$ cat src/mrzv_pkg.sv
`timescale 1ns / 1ps
`default_nettype none
// ----------------------------------------------------------------------------
// MRZ validator package
// Shared types, constants and character helpers for the MRZ check-digit
// validator.
// ----------------------------------------------------------------------------
package mrzv_pkg;

	localparam int unsigned LineLength = 30;
	localparam logic [7:0] Filler = 8'h3C;
	localparam logic [5:0] FieldScore = 6'd15;
	localparam int unsigned NumFields = 4;

	// Field slots used for sums and flags.
	localparam int unsigned FldDocument  = 0;
	localparam int unsigned FldBirth     = 1;
	localparam int unsigned FldExpiry    = 2;
	localparam int unsigned FldComposite = 3;

	// One classified character, handed from the front to the back.
	typedef struct packed {
		logic [7:0]                 ch;        // corrected character
		logic [3:0]                 val;       // character value modulo 10
		logic                       is_digit;
		logic                       last;
		logic [NumFields-1:0]       acc_en;    // add to this field's sum
		logic [NumFields-1:0]       acc_rst;   // first position of the field
		logic [NumFields-1:0][2:0]  weight;
		logic [NumFields-1:0]       chk;       // check position of the field
	} mrzv_cmd_t;

	typedef struct packed {
		logic full;
		logic empty;
	} mrzv_qstat_t;

	function automatic logic [7:0] fix_char(input logic [7:0] c);
		logic [7:0] u;
		logic [7:0] r;
		u = c;
		if (c >= "a" && c <= "z") begin
			u = c - 8'd32;
		end
		unique case (u)
			"O", "D", "Q": r = "0";
			"I":           r = "1";
			"S":           r = "5";
			"B":           r = "8";
			"G":           r = "6";
			"Z":           r = "2";
			default: begin
				if ((u >= "A" && u <= "Z") || (u >= "0" && u <= "9") || u == Filler) begin
					r = u;
				end else begin
					r = Filler;
				end
			end
		endcase
		return r;
	endfunction

	// Value of a corrected character, already reduced modulo 10.
	function automatic logic [3:0] char_val_mod10(input logic [7:0] c);
		logic [7:0] d;
		d = 8'd0;
		if (c >= "0" && c <= "9") begin
			d = c - "0";
		end else if (c >= "A" && c <= "Z") begin
			d = c - "A";
			if (d >= 8'd20) begin
				d = d - 8'd20;
			end
			if (d >= 8'd10) begin
				d = d - 8'd10;
			end
		end
		return d[3:0];
	endfunction

	// Weight of a position from its index modulo 3.
	function automatic logic [2:0] weight_of(input logic [1:0] ph);
		logic [2:0] w;
		unique case (ph)
			2'd0:    w = 3'd7;
			2'd1:    w = 3'd3;
			default: w = 3'd1;
		endcase
		return w;
	endfunction

	// Reduce a value of at most 79 modulo 10.
	function automatic logic [3:0] mod10(input logic [6:0] x);
		logic [6:0] t;
		t = x;
		if (t >= 7'd40) begin
			t = t - 7'd40;
		end
		if (t >= 7'd20) begin
			t = t - 7'd20;
		end
		if (t >= 7'd10) begin
			t = t - 7'd10;
		end
		return t[3:0];
	endfunction

endpackage
`default_nettype wire

$ cat src/mrzv_front.sv
`timescale 1ns / 1ps
`default_nettype none
// ----------------------------------------------------------------------------
// MRZ validator front end
// Accepts characters, corrects them, tracks line and column, and tells the
// back end which sums and checks each character touches.
// ----------------------------------------------------------------------------
module mrzv_front
	import mrzv_pkg::*;
(
	input  wire logic        clk,
	input  wire logic        arst_n,
	input  wire logic        in_valid,
	output logic             in_ready,
	input  wire logic [7:0]  character,
	input  wire logic [1:0]  line_number,
	input  wire logic        record_last,
	input  wire mrzv_qstat_t qstat,
	output logic             push,
	output mrzv_cmd_t        cmd
);

	logic [1:0] cur_line_q;
	logic [4:0] column_q;
	logic [1:0] phase_q;

	logic       line_change;
	logic [4:0] pos;
	logic [1:0] ph;
	logic [1:0] ph1;
	logic       in_range;
	logic [7:0] fixed;

	assign in_ready = !qstat.full;
	assign push     = in_valid && in_ready;

	always_comb begin
		line_change = (line_number != cur_line_q);
		pos         = line_change ? 5'd0 : column_q;
		ph          = line_change ? 2'd0 : phase_q;
		ph1         = (ph == 2'd2) ? 2'd0 : ph + 2'd1;
		in_range    = (pos < 5'(LineLength));
		fixed       = fix_char(character);

		cmd          = '0;
		cmd.ch       = fixed;
		cmd.val      = char_val_mod10(fixed);
		cmd.is_digit = (fixed >= "0" && fixed <= "9");
		cmd.last     = record_last;

		if (in_range && line_number == 2'd0) begin
			if (pos >= 5'd5 && pos <= 5'd13) begin
				cmd.acc_en[FldDocument]  = 1'b1;
				cmd.acc_rst[FldDocument] = (pos == 5'd5);
				cmd.weight[FldDocument]  = weight_of(ph1);
			end
			cmd.chk[FldDocument] = (pos == 5'd14);
			if (pos >= 5'd5) begin
				cmd.acc_en[FldComposite]  = 1'b1;
				cmd.acc_rst[FldComposite] = (pos == 5'd5);
				cmd.weight[FldComposite]  = weight_of(ph1);
			end
		end else if (in_range && line_number == 2'd1) begin
			if (pos <= 5'd5) begin
				cmd.acc_en[FldBirth]  = 1'b1;
				cmd.acc_rst[FldBirth] = (pos == 5'd0);
				cmd.weight[FldBirth]  = weight_of(ph);
			end
			cmd.chk[FldBirth] = (pos == 5'd6);
			if (pos >= 5'd8 && pos <= 5'd13) begin
				cmd.acc_en[FldExpiry]  = 1'b1;
				cmd.acc_rst[FldExpiry] = (pos == 5'd8);
				cmd.weight[FldExpiry]  = weight_of(ph1);
			end
			cmd.chk[FldExpiry] = (pos == 5'd14);
			// The composite run continues from line 0 at index 25.
			if (pos <= 5'd6) begin
				cmd.acc_en[FldComposite] = 1'b1;
				cmd.weight[FldComposite] = weight_of(ph1);
			end else if ((pos >= 5'd8 && pos <= 5'd14) || (pos >= 5'd18 && pos <= 5'd28)) begin
				cmd.acc_en[FldComposite] = 1'b1;
				cmd.weight[FldComposite] = weight_of(ph);
			end
			cmd.chk[FldComposite] = (pos == 5'd29);
		end
	end

	always_ff @(posedge clk or negedge arst_n) begin
		if (!arst_n) begin
			cur_line_q <= '0;
			column_q   <= '0;
			phase_q    <= '0;
		end else if (push) begin
			if (record_last) begin
				cur_line_q <= '0;
				column_q   <= '0;
				phase_q    <= '0;
			end else begin
				cur_line_q <= line_number;
				if (in_range) begin
					column_q <= pos + 5'd1;
					phase_q  <= ph1;
				end else begin
					column_q <= pos;
					phase_q  <= ph;
				end
			end
		end
	end

endmodule
`default_nettype wire

$ cat src/mrzv_queue.sv
`timescale 1ns / 1ps
`default_nettype none
// ----------------------------------------------------------------------------
// MRZ validator command queue
// Two-entry queue of classified characters between front and back end.
// ----------------------------------------------------------------------------
module mrzv_queue
	import mrzv_pkg::*;
(
	input  wire logic        clk,
	input  wire logic        arst_n,
	input  wire logic        push,
	input  wire mrzv_cmd_t   push_cmd,
	input  wire logic        pop,
	output mrzv_cmd_t        head,
	output mrzv_qstat_t      qstat
);

	mrzv_cmd_t  entry_q [2];
	logic       wr_ptr_q;
	logic       rd_ptr_q;
	logic [1:0] count_q;

	assign head        = entry_q[rd_ptr_q];
	assign qstat.full  = (count_q == 2'd2);
	assign qstat.empty = (count_q == 2'd0);

	always_ff @(posedge clk) begin
		if (push) begin
			entry_q[wr_ptr_q] <= push_cmd;
		end
	end

	always_ff @(posedge clk or negedge arst_n) begin
		if (!arst_n) begin
			wr_ptr_q <= 1'b0;
			rd_ptr_q <= 1'b0;
			count_q  <= '0;
		end else begin
			if (push) begin
				wr_ptr_q <= !wr_ptr_q;
			end
			if (pop) begin
				rd_ptr_q <= !rd_ptr_q;
			end
			unique case ({push, pop})
				2'b10:   count_q <= count_q + 2'd1;
				2'b01:   count_q <= count_q - 2'd1;
				default: count_q <= count_q;
			endcase
		end
	end

endmodule
`default_nettype wire

$ cat src/mrzv_back.sv
`timescale 1ns / 1ps
`default_nettype none
// ----------------------------------------------------------------------------
// MRZ validator back end
// Updates the weighted sums and check flags and holds the result register.
// ----------------------------------------------------------------------------
module mrzv_back
	import mrzv_pkg::*;
(
	input  wire logic         clk,
	input  wire logic         arst_n,
	input  wire mrzv_cmd_t    head,
	input  wire mrzv_qstat_t  qstat,
	output logic              pop,
	output logic              out_valid,
	input  wire logic         out_ready,
	output logic [7:0]        out_char,
	output logic [NumFields-1:0] out_flags,
	output logic [5:0]        out_score,
	output logic              out_last
);

	logic [NumFields-1:0][3:0] sum_q;
	logic [NumFields-1:0]      flags_q;
	logic                      out_valid_q;
	logic [7:0]                out_char_q;
	logic [NumFields-1:0]      out_flags_q;
	logic [5:0]                out_score_q;
	logic                      out_last_q;

	logic [NumFields-1:0][3:0] sum_next;
	logic [NumFields-1:0]      flags_next;
	logic [3:0]                base;
	logic [2:0]                cnt;
	logic [5:0]                score_next;

	assign pop = !qstat.empty && (!out_valid_q || out_ready);

	always_comb begin
		sum_next   = sum_q;
		flags_next = flags_q;
		base       = '0;
		for (int i = 0; i < NumFields; i++) begin
			base = head.acc_rst[i] ? 4'd0 : sum_q[i];
			if (head.acc_en[i]) begin
				sum_next[i] = mod10(7'(base) + 7'(head.val) * 7'(head.weight[i]));
			end
			if (head.chk[i]) begin
				flags_next[i] = head.is_digit && (head.val == sum_q[i]);
			end
		end
		cnt = 3'(flags_next[0]) + 3'(flags_next[1]) + 3'(flags_next[2])
			+ 3'(flags_next[3]);
		score_next = 6'(cnt) * FieldScore;
	end

	always_ff @(posedge clk or negedge arst_n) begin
		if (!arst_n) begin
			sum_q       <= '0;
			flags_q     <= '0;
			out_valid_q <= 1'b0;
		end else begin
			if (pop) begin
				out_valid_q <= 1'b1;
				if (head.last) begin
					sum_q   <= '0;
					flags_q <= '0;
				end else begin
					sum_q   <= sum_next;
					flags_q <= flags_next;
				end
			end else if (out_ready) begin
				out_valid_q <= 1'b0;
			end
		end
	end

	always_ff @(posedge clk) begin
		if (pop) begin
			out_char_q  <= head.ch;
			out_flags_q <= flags_next;
			out_score_q <= score_next;
			out_last_q  <= head.last;
		end
	end

	assign out_valid = out_valid_q;
	assign out_char  = out_char_q;
	assign out_flags = out_flags_q;
	assign out_score = out_score_q;
	assign out_last  = out_last_q;

endmodule
`default_nettype wire

$ cat src/mrz_check_digit_validator.sv
`timescale 1ns / 1ps
`default_nettype none
// An accepted character is written into the queue; from there it is loaded into
// the result register once that register is empty or its result is being taken.
// Throughput: one character per cycle while results are taken; with the output
// stalled, two requests wait in the queue and s_axis_tready drops until one moves on.
// Reset: arst_n clears line, column, sums, flags and both handshakes at once.
// Sums and flags also return to zero after each record's last character.
// ----------------------------------------------------------------------------
// MRZ check-digit validator
// Streams the characters of a three-line, 30-column identity card MRZ,
// echoes each corrected character and reports the four check-digit flags
// with a running score.
// ----------------------------------------------------------------------------
module mrz_check_digit_validator
	import mrzv_pkg::*;
(
	input  wire logic        clk,
	input  wire logic        arst_n,
	// Request in: one raw OCR character.
	input  wire logic        s_axis_tvalid,
	output logic             s_axis_tready,
	input  wire logic [7:0]  s_axis_tdata,   // [7:0] character
	input  wire logic [1:0]  s_axis_tuser,   // [1:0] line_number
	input  wire logic        s_axis_tlast,   // record_last
	// Request out: one result per character.
	output logic             m_axis_tvalid,
	input  wire logic        m_axis_tready,
	// [7:0] corrected_character, [8] document_ok, [9] birth_ok,
	// [10] expiry_ok, [11] composite_ok, [17:12] total_score, [23:18] zero
	output logic [23:0]      m_axis_tdata,
	output logic             m_axis_tlast    // record_done
);

	// The front end classifies each request as it is accepted: it corrects the
	// character, follows line and column, and works out which of the four
	// weighted sums it feeds, with which weight, and whether it is a check
	// position. The queue lets the front accept up to two requests while the
	// output side is stalled; the back end applies the command to the sums
	// and flags and holds the finished result in its output register.

	mrzv_cmd_t   front_cmd;
	mrzv_cmd_t   head_cmd;
	mrzv_qstat_t qstat;
	logic        q_push;
	logic        q_pop;

	logic [7:0]           res_char;
	logic [NumFields-1:0] res_flags;
	logic [5:0]           res_score;

	mrzv_front u_front (
		.clk         (clk),
		.arst_n      (arst_n),
		.in_valid    (s_axis_tvalid),
		.in_ready    (s_axis_tready),
		.character   (s_axis_tdata),
		.line_number (s_axis_tuser),
		.record_last (s_axis_tlast),
		.qstat       (qstat),
		.push        (q_push),
		.cmd         (front_cmd)
	);

	mrzv_queue u_queue (
		.clk      (clk),
		.arst_n   (arst_n),
		.push     (q_push),
		.push_cmd (front_cmd),
		.pop      (q_pop),
		.head     (head_cmd),
		.qstat    (qstat)
	);

	mrzv_back u_back (
		.clk       (clk),
		.arst_n    (arst_n),
		.head      (head_cmd),
		.qstat     (qstat),
		.pop       (q_pop),
		.out_valid (m_axis_tvalid),
		.out_ready (m_axis_tready),
		.out_char  (res_char),
		.out_flags (res_flags),
		.out_score (res_score),
		.out_last  (m_axis_tlast)
	);

	assign m_axis_tdata = {6'd0, res_score, res_flags, res_char};

	// The score always matches the number of flags it reports.
	assert property (@(posedge clk) disable iff (!arst_n)
		m_axis_tvalid |-> (m_axis_tdata[17:12] == 6'($countones(m_axis_tdata[11:8])) * FieldScore))
		else $error("score does not match flags");

	// The queue never takes a request while it is full.
	assert property (@(posedge clk) disable iff (!arst_n)
		q_push |-> !qstat.full)
		else $error("queue overflow");

	// Only digits, capital letters and filler are ever echoed.
	assert property (@(posedge clk) disable iff (!arst_n)
		m_axis_tvalid |-> ((m_axis_tdata[7:0] >= "0" && m_axis_tdata[7:0] <= "9")
			|| (m_axis_tdata[7:0] >= "A" && m_axis_tdata[7:0] <= "Z")
			|| (m_axis_tdata[7:0] == Filler)))
		else $error("uncorrected character echoed");

endmodule
`default_nettype wire
$ cat config.mk
export PLATFORM = sky130hd
export DESIGN_NAME = mrz_check_digit_validator
export DESIGN_NICKNAME = d
export VERILOG_FILES = /design/src/mrzv_pkg.sv /design/src/mrzv_front.sv /design/src/mrzv_queue.sv /design/src/mrzv_back.sv /design/src/mrz_check_digit_validator.sv
export SDC_FILE = /design/constraint.sdc
export NUM_CORES = 1
export LEC_CHECK = 0
export BUFFER_PORTS_ARGS = -buffer_cell sky130_fd_sc_hd__buf_2
export CAP_MARGIN = 20
export CORE_MARGIN = 2
export CORE_UTILIZATION = 50
export CTS_CLUSTER_DIAMETER = 80
export DETAILED_ROUTE_END_ITERATION = 10
export PLACE_DENSITY_LB_ADDON = 0.2
export RECOVER_POWER = 50
export SETUP_SLACK_MARGIN = 0.2
export SKIP_CTS_REPAIR_TIMING = 1
export SLEW_MARGIN = 20
export SYNTH_ARGS = -nofsm -noshare
export SYNTH_HDL_FRONTEND = slang
export SYNTH_HIERARCHICAL = 1
export SYNTH_SLANG_ARGS = --single-unit
$ cat constraint.sdc
create_clock -name clk -period 7.67 [get_ports clk]
set_clock_uncertainty 0.1 [all_clocks]
set_input_delay 0.3835 -clock clk [delete_from_list [all_inputs] [get_ports clk]]
set_output_delay 0.3835 -clock clk [all_outputs]
set_load 0.005 [all_outputs]
Word-level counts from Yosys, hierarchy flattened
Memories as Yosys holds them, arrays and structs flattened.
Cells that the tools add are included.

cells by class
  add/subtract/negate cells = 28
  multipliers = 5
  div/mod/pow operators = 0
  magnitude comparators = 33
  equal/unequal tests = 26
  shift operators = 0
  mux-type cells = 88
  bitwise gates (word level) = 0
  reduce and logical (&&, ||, !) cells = 42

operator list
  kind                   number
  $mux W7                16
  $eq A8 B7 Y1 const B   8
  $mux W4                16
  $pmux W8 S6            1
  $mux W8                5
  $mux W3                11
  $add A4 B7 Y7          4
  $ge A7 B4 Y1 const B   4
  $ge A7 B5 Y1 const B   4
  $ge A7 B6 Y1 const B   4
  $mul A4 B3 Y7          4
  $sub A7 B5 Y7 const B  4
  $sub A7 B6 Y7 const B  4
  $ge A8 B7 Y1 const B   3
  $le A8 B7 Y1 const B   3
  $mux W1                21
  $sub A4 B4 Y4 const B  5
  $mux W2                9
  $logic_and A1 B1 Y1    17
  $eq A4 B4 Y1           4
  $ge A8 B6 Y1 const B   2
  $le A8 B6 Y1 const B   2
  $mux W16               1
  $mux W5                3
  other kinds (37)       67

storage, ports and cells
  register bits = 53
  bits in latches = 0
  memory bits (writable) = 76
  bits in read-only memories = 0
  output and inout bits = 27
  memories kept = 1

memories
  name             words  width  rd ports  clocked after Yosys merged registers in  write ports  line              source
  u_queue.entry_q  2      38     1         0                                        1            mrzv_queue.sv:19  mrzv_cmd_t entry_q [2];

Longest topological paths before layout
Gate-level depths: netlist of the first run.

  word-level depth = 18
  depth in mapped cells = 28
  mapped depth without buffers = 24

Hierarchy
The synthesis of the first run kept the hierarchy.

modules (own cells, without submodules)
  module                     instances  cells an instance  area an instance (um2)
  mrzv_back                  1          616                5378.9
  mrzv_queue                 1          134                2972.9
  mrzv_front                 1          258                1845.5
  mrz_check_digit_validator  1          7                  48.8

Worst setup path after synthesis of the first run
OpenSTA, ideal clock, no wires.

  path kind = reg2reg
  from = reg u_queue.rd_ptr_q
  to = reg u_back/sum_q[14] (netlist bit)
  setup time = 0.104 ns
  arrival time = 6.119 ns
  path slack = 1.347 ns
  cell stages (with the launch flop) = 28
  period minus slack after synthesis = 6.323 ns
  path through = dfrtp_1 buf_4 mux2_2 clkbuf_1 clkbuf_1 nand2_1 fa_1 fa_1 inv_1 ha_1 a21o_1 a211oi_1 nor2_1 inv_1 ha_1 clkbuf_1 o21ai_1 a2111oi_0 nor3_1 a21oi_1 nor2_1 or2_2 ha_1 a21oi_1 o22ai_1 o221ai_1 a21oi_1 o311ai_1

RTL lines
  item                    line              source
  start, declared         mrzv_queue.sv:21  logic rd_ptr_q;
  start signal, assigned  mrzv_queue.sv:44  rd_ptr_q <= !rd_ptr_q;
  end signal, assigned    mrzv_back.sv:69   sum_q <= sum_next;
  end, declared           mrzv_back.sv:23   logic [NumFields-1:0][3:0] sum_q;

==> results of run 1 <==
-- kinds of logic (layout without fill, tap and decap cells) --
kind of cell	after synthesis	in the layout	share of synthesized area [%]
AOI/OAI and AO/OA	218	218	16.3
xor gates and xnor gates	46	46	4.08
adders and majority gates	93	93	13.0
buffers and inverters	122	148	5.42
DFF	129	129	36.1
muxes	53	53	6.12
other	2	7	0.0733
and+or+nand+nor	352	352	18.9
-- cells in the mapped netlist, types with 24 or more instances --
cell type / count
edfxtp_1: 95
nand2_1: 90
ha_1: 70
inv_1: 70
nor2_1: 59
xnor2_1: 38
and2_1: 37
dfrtp_1: 34
mux2_2: 33
o21ai_0: 33
a21oi_1: 31
nand2b_1: 24
-- metrics by stage --
| step | instance area [um^2] | utilization (%) | cells | setup slack (ps) | hold slack, ps |
|---|---|---|---|---|---|
| 2_1_floorplan | 10300 | - | 1020 | 1350 | -12.1 |
| 3_3_place_gp | 10600 | 52.3 | 1284 | 1240 | 373 |
| 3_5_place_dp | 10600 | 52.3 | 1284 | 1050 | 379 |
| 4_1_cts | 11200 | 55.3 | 1316 | 1050 | 17.9 |
| 5_1_grt | 11100 | 55.1 | 1316 | 247 | 171 |
| 6_report | 11100 | 55.1 | 1316 | 864 | 143 |
-- layout by cell type (no fill, tap or decap), types with 7 or more instances in the layout --
master and instances:
edfxtp_1 95, nand2_1 90, inv_1 70, ha_1 70, nor2_1 58, xnor2_1 38
and2_1 34, dfrtp_1 34, o21ai_0 33, mux2_2 32, a21oi_1 31, buf_2 24
nand2b_1 24, nor3_1 22, nor2b_1 22, fa_1 22, clkbuf_16 19, clkbuf_1 16
o31ai_1 15, nand3_1 15, or3_1 13, a21o_1 11, mux2_4 11, o21ai_1 9
mux2i_1 9, and3_1 9, o22ai_1 8, o21a_1 8, conb_1 7, nor4b_1 7
a211oi_1 7, nand3b_1 7
-- area by class of cell --
type,instances,share of cell area [%]
Clock buffer,26,4.87
Multi-Input combinational cell,769,53.9
Tap cell,270,3.04
Sequential cell,129,33.3
Clock inverter,6,0.585
Inverter,76,2.56
Timing Repair Buffer,40,1.72
-- metal layers --
layer	global-route usage [%]	wire (um)	vias to the layer above
li1	-	-	3738
met1	27.9	10100	3532
met2	31.5	9410	124
met3	3.32	624	4
met4	4.09	76	0
met5	0	0	-
-- critical path, delay by kind of cell (launching register included) --
family	cells	cell delay (ps)
buf+inv	3	510
compound gates	10	2370
simple gates	5	730
mux	1	340
fa+ha+maj	5	1940
flops	1	690
-- state kept, by name, summed over array words and instances (netlist names) --
| signal | count |
|---|---|
| u_front/column_q | 5 |
| u_back/out_score | 6 |
| u_front/cur_line_q | 2 |
| u_back/sum_q | 16 |
| u_back/out_flags | 4 |
| u_back/flags_q | 4 |
| u_back/out_char | 8 |
| u_queue/entry_q | 76 |
| u_queue/count_q | 2 |
| u_front/phase_q | 2 |
| u_back/out_valid | 1 |
| u_back/out_last | 1 |
| u_queue/rd_ptr_q | 1 |
| u_queue/wr_ptr_q | 1 |
-- path summary, 6_finish.rpt --
check,from,to
min reg2reg,u_front/cur_line_q[0],u_front/cur_line_q[0]
max,u_queue/rd_ptr_q,u_back/sum_q[14]
max reg2reg,u_queue/rd_ptr_q,u_back/sum_q[14]
max in group asynchronous,arst_n,u_back/sum_q[11]
min,m_axis_tready,u_back/out_valid
min in group asynchronous,arst_n,u_back/out_valid
==> key figures, run 1 <==
Layout
  – Fraction of layout cells with a size suffix above 1: 13.8%
  – Final #Nets: around 1100
  – Ant diodes: 0
  – FILL cells: approximately 1800
  – Register Area: roughly 3700 um^2
  – Multi-input gate area: around 6000 um^2
  – Area grow syn2layout: 8.55%

Detailed routing
  – Total Wirelength: about 20000 um
  – DR DRC count: 0
  – Wire length per cell: approximately 15 um
  – Post-DRT Antenna Nets: 0
  – Via/cell ratio: roughly 5.6
  – Overall via count from detail_route: 7398
  – Initial DRT Pass Iterations: 5
  – DRT iter0 DRCs: 518

Setup path
  – Worst setup SP type: flip-flop
  – WS Path Type: reg2reg
  – Slowest CP cell: dfrtp_1
  – R2r setup slk: around 860 ps
  – Critical path data arrival time: 7020 ps
  – Max Fanout on Critical Path: 14
  – CP required: slightly below 8000 ps
  – Cell Chain, Critical Path: buf_4 -> mux2_4 -> nand2_1 -> fa_1 -> fa_1 -> inv_1 -> ha_1 -> a21o_1 -> a211oi_1 -> nor2_1 -> inv_1 -> ha_1 -> o21ai_1 -> a2111oi_0 -> nor3_1 -> a21oi_1 -> nor2_1 -> or2_2 -> ha_1 -> a21oi_1 -> o22ai_1 -> o221ai_1 -> a21oi_1 -> o311ai_1
  – Worst Reg-to-Reg Cells: 24
  – CP endpoint kind: flip-flop
  – Slowest stage delay, CP: 690 ps

STA
  – Final period utilization: 88.7%
  – Setup TNS: 0 ps
  – Min Tclk post-route: around 6800 ps
  – Final setup viols: 0
  – Relative slew slack: -46.1%
  – Worst Max-Slew Pin Slew: roughly 2200 ps
  – Hold Fails Final Rpt: 0
  – RSZ-0062 raised after global routing: no
  – Max Clk Rate: around 150 MHz
  – Fin. max-slew vios: roughly 100

Logic synthesis
  – Synth Register Bits: ~130
  – Netlist cell types: about 110
  – Syn_area_per_cell: between 10 and 15 um^2
  – Area leader, netlist: edfxtp_1
  – Top cells by area, synth: edfxtp_1, ha_1, dfrtp_1
  – Post-synthesis sequential area ratio: around 36%
  – Post-synth top area share: between 20 and 30%
  – Ys async rst share: between 20% and 30%
  – Post-Syn Area: 10200 um^2
  – Warnings from Yosys: 6
  – Main synth FF type: edfxtp_1
  – Number of flops mapped to enable cells by yosys: 95
  – Synth Instances: between 1000 and 1500

Placement
  – Dpl hpwl: approximately 15000 um
  – Buffers added on ports: 35
  – Placer Congestion: 0.837

Die
  – Die W: between 100 and 150 um
  – Top Ports: 42
  – Standard-cell rows: 52
  – Starting Density: slightly above 50%
  – Core area: approximately 20000 um^2
  – Die ar.: between 20000 and 25000 um^2
  – Die height: 147 um

Clock network
  – Sink Count: 129
  – Clk_lat worst skew: ~400 ps
  – H-tree lvl count: 4
  – CTS Buf Count: 17
  – CTS tree: built
  – Max Root-Sink Buffers: 2
  – Clock root buffer: clkbuf_16
  – Clock transition at the registers of the reported paths: approximately 60 ps

GRT
  – Global route total overflow: 0
  – Largest net degree at the start of global routing: 39
  – First-pass GRT wire length: roughly 34000 um
  – GRT Overall Usage: between 10% and 20%
  – Vias in the first global route: 7060
  – Initial antenna violation count: 0

Min path
  – Hold Path Class: in2reg
  – Hold Path Depth: 3

Outcome
  – Failing checks: max-capacitance violations, max-slew violations
  – Status: finished, violations left

Run
  – MaxCap Viol Count: 3
Power of run 1 is not shown: default switching activity piles up to over one toggle a cycle in this logic, so the estimate is an artifact.
==> run 2: changes to the inputs <==
--- a/config.mk
+++ b/config.mk
@@ -8,7 +8,7 @@
 export BUFFER_PORTS_ARGS = -buffer_cell sky130_fd_sc_hd__buf_2
 export CAP_MARGIN = 20
 export CORE_MARGIN = 2
-export CORE_UTILIZATION = 50
+export CORE_UTILIZATION = 45
 export CTS_CLUSTER_DIAMETER = 80
 export DETAILED_ROUTE_END_ITERATION = 10
 export PLACE_DENSITY_LB_ADDON = 0.2
==> key figures, run 2 (synthesis gave the netlist of run 1 again) <==
Detailed routing
  – Met3 wire len: 520 um (-17%)
  – Via/cell ratio: 5.55 (-1.3%)
  – DRT iter0 DRCs: 381 (-26%)
  – Initial DRT Pass Iterations: 5 (unchanged)
  – DR DRC count: 0 (unchanged)
  – Post-DRT Antenna Nets: 0 (unchanged)
  – Overall via count from detail_route: 7391 (-0.095%)
  – Wire length per cell: 15.3 um (-0.79%)
  – Uppermost layer routed: met4
  – Metal2 WL: 9150 um (-2.8%)
  – Total Wirelength: 20300 um (+0.41%)
  – Met1 WL: 10300 um (+2.0%)

Placement
  – Placer Congestion: 0.842 (+0.65%)
  – Dpl hpwl: 14900 um (+1.2%)
  – Buffers added on ports: 35 (unchanged)

Setup path
  – Max Fanout on Critical Path: 17 (+3)
  – Slowest stage delay, CP: 610 ps (-80 ps)
  – Worst Reg-to-Reg Cells: 24 (unchanged)
  – R2r endpoint: u_back/sum_q[14]
  – Critical path data arrival time: 6870 ps (-150 ps)
  – Worst setup SP type: flip-flop
  – Worst Setup SP: u_queue/rd_ptr_q
  – Cell Chain, Critical Path: buf_4 -> mux2_4 -> and2_1 -> fa_1 -> inv_1 -> fa_1 -> inv_1 -> ha_1 -> a211oi_1 -> nor2_1 -> nor2_1 -> inv_1 -> ha_1 -> and2_1 -> o311ai_1 -> nand2_1 -> a21oi_1 -> or2_2 -> ha_1 -> nand3_1 -> o22ai_1 -> o221ai_1 -> or4_1 -> o311ai_1
  – CP endpoint kind: flip-flop
  – CP Capture Point: u_back/sum_q[14]
  – R2r setup slk: 1000 ps (+130 ps)
  – WS Path Type: reg2reg
  – CP required: 7870 ps (about the same)
  – Slowest CP cell: dfrtp_2
  – R2r startpoint: u_queue/rd_ptr_q

Layout
  – Final #Nets: 1141 (+0.088%)
  – Ant diodes: 0 (unchanged)
  – Commonest non-fill, non-tap cell in the layout: edfxtp_1
  – Max FFs per register: 76 (unchanged)
  – Largest Register: u_queue/entry_q
  – Fraction of layout cells with a size suffix above 1: 12.7% (-1.1 points)
  – Commonest cells after routing, fill and taps aside: edfxtp_1, nand2_1, inv_1, ha_1, nor2_1
  – Area grow syn2layout: 8.04%
  – FILL cells: 2040 (+15%)

Outcome
  – Status: finished, violations left
  – Failing checks: max-capacitance violations, max-slew violations

Die
  – Standard-cell rows: 55 (+5.8%)
  – Starting Density: 45.5% (-5.3 points)
  – Die W: 155 um (+5.3%)
  – Core area: 22500 um^2 (+12%)
  – Die height: 155 um (+5.3%)
  – Top Ports: 42 (unchanged)
  – Die ar.: 24000 um^2 (+11%)

Clock network
  – Clock transition at the registers of the reported paths: 50 ps (about the same)
  – H-tree lvl count: 4 (unchanged)
  – CTS tree: built
  – Clock root buffer: clkbuf_16
  – Max Root-Sink Buffers: 2 (unchanged)
  – Sink Count: 129 (unchanged)
  – CTS Buf Count: 17 (unchanged)
  – Clk_lat worst skew: 410 ps (about the same)

STA
  – Min Tclk post-route: 6670 ps (-134 ps)
  – Relative slew slack: -38.9% (+7.3 points)
  – Final setup viols: 0 (unchanged)
  – RSZ-0062 raised after global routing: no
  – Worst Max-Slew Pin Slew: 2080 ps (-109 ps)
  – Fin. max-slew vios: 65 (-38%)
  – Max Clk Rate: 150 MHz (+2.0%)
  – Final period utilization: 87.0% (-1.7 points)
  – Setup TNS: 0 ps (unchanged)
  – Hold Fails Final Rpt: 0 (unchanged)

GRT
  – Initial antenna violation count: 0 (unchanged)
  – GRT Overall Usage: 17.8% (-1.7 points)
  – Global route total overflow: 0 (unchanged)
  – Vias in the first global route: 7070 (+0.14%)
  – First-pass GRT wire length: 34800 um (+0.96%)
  – Largest net degree at the start of global routing: 39 (unchanged)

Min path
  – Hold Path Class: in2reg

Run
  – MaxCap Viol Count: 2 (-1)
-- run 2: worst min-delay path by stage --
stage / start / endpoint / cells past startpoint
5_1_grt: m_axis_tready / u_back/out_valid / 3
3_3_place_gp: u_front/cur_line_q[1] / u_front/cur_line_q[1] / 2
4_1_cts: arst_n / u_back/out_valid / 1
3_5_place_dp: u_front/cur_line_q[1] / u_front/cur_line_q[1] / 2
2_1_floorplan: arst_n / u_back/flags_q[0] / 0
6_report: m_axis_tready / u_back/out_valid / 3
-- run 2: per-stage QoR --
stage	instance area (um^2)	cells	util [%]	hold slack [ps]	setup slack [ps]
global placement	10600	1299	47.0	374	1120
detailed placement	10600	1300	47.1	378	1040
global route	11100	1332	49.2	159	470
CTS	11100	1332	49.5	-5.27	990
finish	11100	1332	49.2	146	998
floorplan	10300	1020	-	-12.1	1350
-- run 2: layer usage --
layer	global-route usage, %	up-vias
li1	-	3746
met1	25.4	3525
met2	28.1	101
met3	2.79	19
met4	5.16	0
met5	0	-
-- run 2: area by class of cell --
class | count | area [um^2] | share of cell area (%)
Timing Repair Buffer | 41 | 198 | 1.79
Clock buffer | 21 | 440 | 3.98
Tap cell | 285 | 357 | 3.22
Inverter | 76 | 285 | 2.58
Clock inverter | 11 | 95.1 | 0.859
Sequential cell | 129 | 3700 | 33.5
Multi-Input combinational cell | 769 | 5990 | 54.1
-- run 2: worst max-delay path: cells and delay by family, from the launching register on --
family / cells / cell delay (ps)
buffers and inverters: 4 / 500
adders and majority gates: 5 / 1830
and+or+nand+nor: 8 / 1670
muxes: 1 / 340
AOI/OAI and AO/OA: 6 / 1490
DFF: 1 / 610
Power of run 2 is left out for the same reason.
==> run 3: changes to the inputs <==
--- a/config.mk
+++ b/config.mk
@@ -11,7 +11,6 @@
 export CORE_UTILIZATION = 45
 export CTS_CLUSTER_DIAMETER = 80
 export DETAILED_ROUTE_END_ITERATION = 10
-export PLACE_DENSITY_LB_ADDON = 0.2
 export RECOVER_POWER = 50
 export SETUP_SLACK_MARGIN = 0.2
 export SKIP_CTS_REPAIR_TIMING = 1
==> key figures, run 3 (synthesis gave the netlist of run 1 again) <==
Outcome
  – Status: finished, violations left
  – Failing checks: max-capacitance violations, max-slew violations

STA
  – RSZ-0062 raised after global routing: no
  – Setup TNS: 0 ps (unchanged)
  – Final period utilization: 88.1% (+1.1 points)
  – Worst Max-Slew Pin Slew: 2120 ps (+40.0 ps)
  – Relative slew slack: -41.5% (-2.7 points)
  – Hold Fails Final Rpt: 0 (unchanged)
  – Minimum hold slack: 137 ps (-8.50 ps)
  – Final setup viols: 0 (unchanged)
  – Fin. max-slew vios: 93 (+43%)
  – Max Clk Rate: 148 MHz (-1.2%)
  – Min Tclk post-route: 6760 ps (+83.9 ps)

Die
  – Die W: 155 um (unchanged)
  – Die height: 155 um (unchanged)
  – Core area: 22500 um^2 (unchanged)
  – Top Ports: 42 (unchanged)
  – Standard-cell rows: 55 (unchanged)
  – Starting Density: 45.5% (unchanged)
  – Die ar.: 24000 um^2 (unchanged)

Placement
  – Buffers added on ports: 35 (unchanged)
  – Placer Congestion: 0.823 (-2.3%)
  – Dpl hpwl: 15100 um (+0.91%)
  – Placed Instances: 1298 (-0.15%)

GRT
  – GRT Overall Usage: 17.8% (+0.035 points)
  – First-pass GRT wire length: 34700 um (-0.30%)
  – Global route total overflow: 0 (unchanged)
  – Vias in the first global route: 7076 (+0.085%)
  – Largest net degree at the start of global routing: 39 (unchanged)
  – Initial antenna violation count: 0 (unchanged)

Detailed routing
  – Wire length per cell: 15.6 um (+1.8%)
  – Via/cell ratio: 5.58 (+0.62%)
  – DRT iter0 DRCs: 392 (+2.9%)
  – DR DRC count: 0 (unchanged)
  – Overall via count from detail_route: 7431 (+0.54%)
  – Post-DRT Antenna Nets: 0 (unchanged)
  – Initial DRT Pass Iterations: 5 (unchanged)
  – Total Wirelength: 20700 um (+1.7%)

Setup path
  – Number of cells on the critical path: 23 (-4.2%)
  – Max Fanout on Critical Path: 20 (+3)
  – Worst Reg-to-Reg Cells: 23 (-4.2%)
  – WS Path Type: reg2reg
  – Worst Setup SP: u_queue/rd_ptr_q
  – CP required: 7890 ps (+20 ps)
  – R2r endpoint: u_back/sum_q[14]
  – Slowest CP cell: dfrtp_2
  – Top cell by count, worst path: ha_1
  – R2r setup slk: 910 ps (-80 ps)
  – Critical path data arrival time: 6970 ps (+100 ps)
  – CP endpoint kind: flip-flop
  – Count of buffer and inverter cells on the critical path: 3 (-1)
  – Worst setup SP type: flip-flop
  – R2r startpoint: u_queue/rd_ptr_q
  – Slowest stage delay, CP: 680 ps (+70 ps)
  – Delay-heaviest family, CP: adder cells
  – CP Capture Point: u_back/sum_q[14]
  – Cell Chain, Critical Path: buf_4 -> mux2_4 -> nand2_1 -> fa_1 -> fa_1 -> inv_1 -> ha_1 -> a211oi_1 -> nor2_1 -> nor2_1 -> inv_1 -> ha_1 -> and2_1 -> o311ai_1 -> nand2_1 -> a21oi_1 -> or2_2 -> ha_1 -> nand3_1 -> o22ai_1 -> o221ai_1 -> or4_1 -> o311ai_1

Layout
  – Ant diodes: 0 (unchanged)
  – Area grow syn2layout: 8.82%
  – Post-Layout Cell Count: 1331 (-0.075%)
  – Final Util: 49.5% (+0.36 points)
  – Fraction of layout cells with a size suffix above 1: 14.1% (+1.4 points)
  – Largest Register: u_queue/entry_q
  – Commonest cells after routing, fill and taps aside: edfxtp_1, nand2_1, inv_1, ha_1, nor2_1
  – Final #Nets: 1140 (-0.088%)
  – Commonest non-fill, non-tap cell in the layout: edfxtp_1
  – Max FFs per register: 76 (unchanged)

Min path
  – Hold Path Depth: 3 (unchanged)
  – Hold Path Class: in2reg
  – Hold path startpoint: m_axis_tready

Run
  – MaxCap Viol Count: 3 (+1)

Clock network
  – Clock transition at the registers of the reported paths: 60 ps (about the same)
  – Sink Count: 129 (unchanged)
  – Max Root-Sink Buffers: 2 (unchanged)
  – Clock root buffer: clkbuf_16
  – H-tree lvl count: 4 (unchanged)
  – CTS Buf Count: 17 (unchanged)
  – Clk_lat worst skew: 420 ps (about the same)
  – CTS tree: built
run 3: cell types whose count changed in the layout (fill, tap and decap cells not counted):
cell,change
clkinvlp_4,+4
clkinv_4,+3
clkinv_2,+1
bufinv_16,+2
clkbuf_1,-4
mux2_1,-4
mux2_2,+4
clkinv_1,-7
run 3: final cells by class:
type / count / area (um^2)
Inverter: 76 / 285
Multi-Input combinational cell: 769 / 5990
Clock buffer: 18 / 429
Sequential cell: 129 / 3700
Tap cell: 285 / 357
Clock inverter: 14 / 190
Timing Repair Buffer: 40 / 194
Fill cell: 2041 / 11400
run 3: tightest hold or removal path: stages:
cell and delay, ps:
buf_2 70, nand2b_1 100, nand2_1 60
run 3: worst min path at each step:
stage | endpoint | slack, ps
6_report | u_back/out_valid | 140
5_1_grt | u_back/out_valid | 130
4_1_cts | u_front/column_q[2] | 1
3_5_place_dp | u_front/cur_line_q[0] | 380
3_3_place_gp | u_front/cur_line_q[0] | 370
2_1_floorplan | u_back/flags_q[0] | -10
run 3: layer usage:
metal  GRT usage (%)  vias up  routed length (um)
li1                -     3739                   -
met1            25.2     3567               10300
met2            28.1      111                9510
met3            3.73       14                 661
met4            4.28        0                 201
met5               0        -                   0
run 3: stage by stage:
stage	setup WS [ps]	area (um^2)
after floorplan	1350	10300
after global routing	361	11100
after CTS	924	11200
after detailed placement	913	10600
after global placement	1090	10600
final	914	11100
Power of run 3 is left out for the same reason.
